==> config.mk <==
export PLATFORM = sky130hd
export DESIGN_NAME = ght_ctrl
export DESIGN_NICKNAME = d
export VERILOG_FILES = /design/src/rtl/ght_pkg.sv /design/src/rtl/ght_ctrl.sv
export SDC_FILE = /design/constraint.sdc
export NUM_CORES = 1
export LEC_CHECK = 0
export ABC_AREA = 1
export BUFFER_PORTS_ARGS = -buffer_cell sky130_fd_sc_hd__buf_2
export CORE_AREA = 3 3 40 42
export DETAILED_ROUTE_END_ITERATION = 10
export DIE_AREA = 0 0 43 45
export PLACE_DENSITY = 0.37
export SYNTH_ARGS = -nofsm -noshare
export SYNTH_HDL_FRONTEND = slang
export SYNTH_SLANG_ARGS = --single-unit
==> constraint.sdc <==
create_clock -name clk -period 2.3 [get_ports clk]
set_input_delay 0.345 -clock clk [delete_from_list [all_inputs] [get_ports clk]]
set_output_delay 0.345 -clock clk [all_outputs]
set_load 0.02 [all_outputs]
==> src/rtl/ght_pkg.sv <==
package ght_pkg;

  // Field widths of the request, result and configuration port
  localparam int PcW      = 32;
  localparam int AgeW     = 24;
  localparam int CntW     = 7;
  localparam int OpW      = 2;
  localparam int CoreFldW = 2;
  localparam int CfgIdxW  = 1;
  localparam int CfgDataW = 24;

  // Age saturation and register reset values
  localparam logic [AgeW-1:0] AgeMax           = '1;
  localparam logic [AgeW-1:0] GainThresholdRst = 24'd1200;
  localparam logic [CntW-1:0] MaxCountRst      = 7'd127;

  // Request opcodes
  typedef enum logic [OpW-1:0] {
    OP_TICK   = 2'd0,
    OP_READ   = 2'd1,
    OP_LOOKUP = 2'd2
  } op_t;

  // Configuration register indexes
  typedef enum logic [CfgIdxW-1:0] {
    CFG_GAIN_THRESHOLD = 1'b0,
    CFG_MAX_COUNT      = 1'b1
  } cfg_reg_t;

  // Request payload
  typedef struct packed {
    logic [OpW-1:0]      op;
    logic [CoreFldW-1:0] core;
    logic [PcW-1:0]      pc;
  } in_req_t;

  // Result payload
  typedef struct packed {
    logic            hit;
    logic [CntW-1:0] ref_count;
    logic            committed;
  } out_res_t;

  // One table entry as stored in memory
  typedef struct packed {
    logic [PcW-1:0]  tag;
    logic [CntW-1:0] count;
  } entry_t;

  // Controller states
  typedef enum logic [1:0] {
    ST_IDLE,
    ST_SCAN,
    ST_WRITE,
    ST_RESP
  } state_t;

  // Controller to datapath
  typedef struct packed {
    logic accept;
    logic scan;
    logic write;
    logic respond;
  } ctl_cmd_t;

  // Datapath to controller
  typedef struct packed {
    logic start_scan;
    logic commit_q;
    logic match;
    logic exhausted;
    logic out_free;
  } dp_status_t;

endpackage

==> src/rtl/ght_ctrl.sv <==
module ght_ctrl (
  input  logic                clk,
  input  logic                rst_n,
  input  logic                in_valid,
  output logic                in_stall,
  input  ght_pkg::dp_status_t status,
  output ght_pkg::ctl_cmd_t   cmd
);

  ght_pkg::state_t state_r, state_nxt;

  // State register
  always_ff @(posedge clk) begin
    if (!rst_n) begin
      state_r <= ght_pkg::ST_IDLE;
    end else begin
      state_r <= state_nxt;
    end
  end

  // Next state and commands
  always_comb begin
    state_nxt = state_r;
    cmd       = '0;
    in_stall  = 1'b1;
    case (state_r)
      ght_pkg::ST_IDLE: begin
        in_stall = 1'b0;
        if (in_valid) begin
          cmd.accept = 1'b1;
          state_nxt  = status.start_scan ? ght_pkg::ST_SCAN : ght_pkg::ST_RESP;
        end
      end
      ght_pkg::ST_SCAN: begin
        cmd.scan = 1'b1;
        // stop at the first matching tag or after the last filled slot
        if (status.match || status.exhausted) begin
          state_nxt = status.commit_q ? ght_pkg::ST_WRITE : ght_pkg::ST_RESP;
        end
      end
      ght_pkg::ST_WRITE: begin
        cmd.write = 1'b1;
        state_nxt = ght_pkg::ST_RESP;
      end
      ght_pkg::ST_RESP: begin
        if (status.out_free) begin
          cmd.respond = 1'b1;
          state_nxt   = ght_pkg::ST_IDLE;
        end
      end
      default: begin
        state_nxt = ght_pkg::ST_IDLE;
      end
    endcase
  end

endmodule

==> reports/qor.csv <==
metric;value;unit
outcome;finished, final reports clean;
CTS resizes;0;
vias in the first global route;221;
io pins;13;
r2r worst-path depth;7;
H-tree depth;1;
initial antenna violation count;0;
Crit path required time;1.96;ns
post-CTS setup repair buffer count;0;
crit-path max FO;5;
Critical-path top delay cell;dfxtp_1;
IR drop worst, VDD;238;uV
CTS root buf;clkbuf_4;
GP Congestion;0.588;
GR Util All Layers;0.0624;
largest cells by area after synthesis;ha_1, dfxtp_1, nand2_1;
vias per std cell;3.57;
reg2reg setup slack;1.15;ns
achievable clock frequency;666;MHz
Yosys top cell by area;ha_1;
CTS Hold Buffers Added;0;
Setup Viol. Count Final;0;
worst-path cell chain;inv_2 > ha_1 > nand2_1 > inv_1 > buf_2;
Clk pin slew, worst setup/hold paths;0.03;ns
Initial Utilization;0.175;
sequential share of the synthesized area;0.178;
drt drc;0;
Startpoint Class;register;
Core Box Area;1280;sq um
antenna diode count;0;
EDFF count, synth;0;
Max Slew Vio Count;0;
Max Cap Viol;0;
stages on the worst setup path;5;
CTS sink cnt;2;
critical path type;reg -> out;
final worst path period need;1.50;ns
crit path capture;cmd[3];
Syn Area/Cell;6.43;sq um
prevailing post-synth register cell;dfxtp_1;
Sum Neg Setup Slack;0;ns
R2R Path End;state_r[0]$_SDFFE_PN0P_;
cell row count;13;
skew final;0.00131;ns
Chip Width;43;microns
final worst-path cycle share;0.653;
Core Util, Final;0.254;
grt ovf;0;
WP data arrival;1.16;ns
WP buf/inv;3;
largest registers;state_r: 2 flops;
top cells by count, synth;nand2_1, inv_1, ha_1, nor2_1;
Vias;232;
kind of cell adding the most delay to the critical path;flip-flops;
most flop-heavy register;state_r;
Post-Place Cells;62;
die area;1940;sq um
Worst Hold Class;in -> reg;
synthesis-to-layout area growth;45.0;%
Mapped Area;225;sq um
max reg flops;2;
RSZ-0062 raised after global routing;false;
Syn Nets;48;
pwr dens;1200;nW/um^2
maximum clock path buffer count;2;
largest net degree at the start of global routing;6;
async set or reset register ratio after synthesis;0;
Buffers on Ports;12;
yosys warns;0;
crit path from;state_r[0]$_SDFFE_PN0P_;
first-pass GRT wire length;841;microns
non-filler cells, final;65;
share of cells above drive strength 1;0.380;
Synth cell types;11;
post-DP HPWL;421;microns
top cell type's share of synthesized area;0.278;
Fin. Hold Viols;0;
CTS tree;done;
DRT iter0 DRCs;1;
Worst R2R Start;state_r[0]$_SDFFE_PN0P_;
Worst Tran Pin Value;0.155;ns
drt wl/cell;7.38;microns
leading cell type by number of instances after synthesis;nand2_1;
Routed Antenna Nets;0;
Worst-Skew Late Latency;0.22;ns
synthesized instance count;35;
crit path capture type;output port;
1st-pass router iterations;4;
Die Height;45;microns
leak pwr;0.212;nW
Yosys reg bits;2;
drt total wl;480;microns
fin nets;65;
cts bufs inserted;3;
Worst path max stage delay;0.38;ns
Rel. slew slack;0.897;
through the flow:
stage                     instance area (sq um)  setup slack, ns  power (mW)  hold WS (ns)
after global placement                      304             1.01       0.332         0.593
after detailed placement                    304             1.02       0.324         0.589
after global routing                        327            0.698       0.441         0.381
after CTS                                   327            0.778       0.403         0.357
final                                       327            0.798       0.392         0.363
after floorplan                             225             1.15       0.261         0.465
how the worst min path moves through the flow:
stage | start | to | slack, ns | cells after the start
2_1_floorplan | rst_n | state_r[0]$_SDFFE_PN0P_ | 0.47 | 2
3_3_place_gp | rst_n | state_r[1]$_SDFFE_PN0P_ | 0.59 | 3
3_5_place_dp | rst_n | state_r[1]$_SDFFE_PN0P_ | 0.59 | 3
4_1_cts | rst_n | state_r[1]$_SDFFE_PN0P_ | 0.36 | 3
5_1_grt | rst_n | state_r[0]$_SDFFE_PN0P_ | 0.38 | 3
6_report | rst_n | state_r[1]$_SDFFE_PN0P_ | 0.36 | 3
layer usage:
metal,track usage,vias to the layer above,routed length [microns]
li1,-,133,-
met1,0.0697,89,203
met2,0.0778,10,210
met3,0.0438,0,66
met4,0.0542,0,0
met5,0,-,0
where the power goes:
group	internal, mW	switching, mW	leakage, nW
registers	0.0512	0.0167	0.0167
logic	0.0928	0.157	0.181
clock network	0.0573	0.0169	0.0138
area by class of cell:
cell class                 count  area [sq um]
clock buffer                   3          22.5
fill                         150           958
inverter                       8          30.0
multi-input combinational     25           155
sequential                     2          40.0
tap                           15          18.8
timing repair buffer          12          60.1
tightest hold or removal path, stage by stage:
cell	delay [ns]
buf_2	0.10
nand2_1	0.05
nor2_1	0.03
cell families (layout without fill, tap and decap cells):
kind of cell | count (synthesis) | in the layout | share of synthesized area
AO/OA/AOI/OAI | 2 | 2 | 0.0444
buffers and inverters | 8 | 23 | 0.133
AND/OR/NAND/NOR | 18 | 18 | 0.367
flip-flops | 2 | 2 | 0.178
adder cells (fa/ha/maj) | 5 | 5 | 0.278
layout by cell type, fill, tap and decap left out, drive strengths merged:
master,count
buf,12
a21oi,1
dfxtp,2
nand2,11
ha,5
o21ai,1
nor2,5
nand3b,1
nand3,1
clkbuf,3
inv,8
No activity file was read; power rests on OpenSTA's default activity.
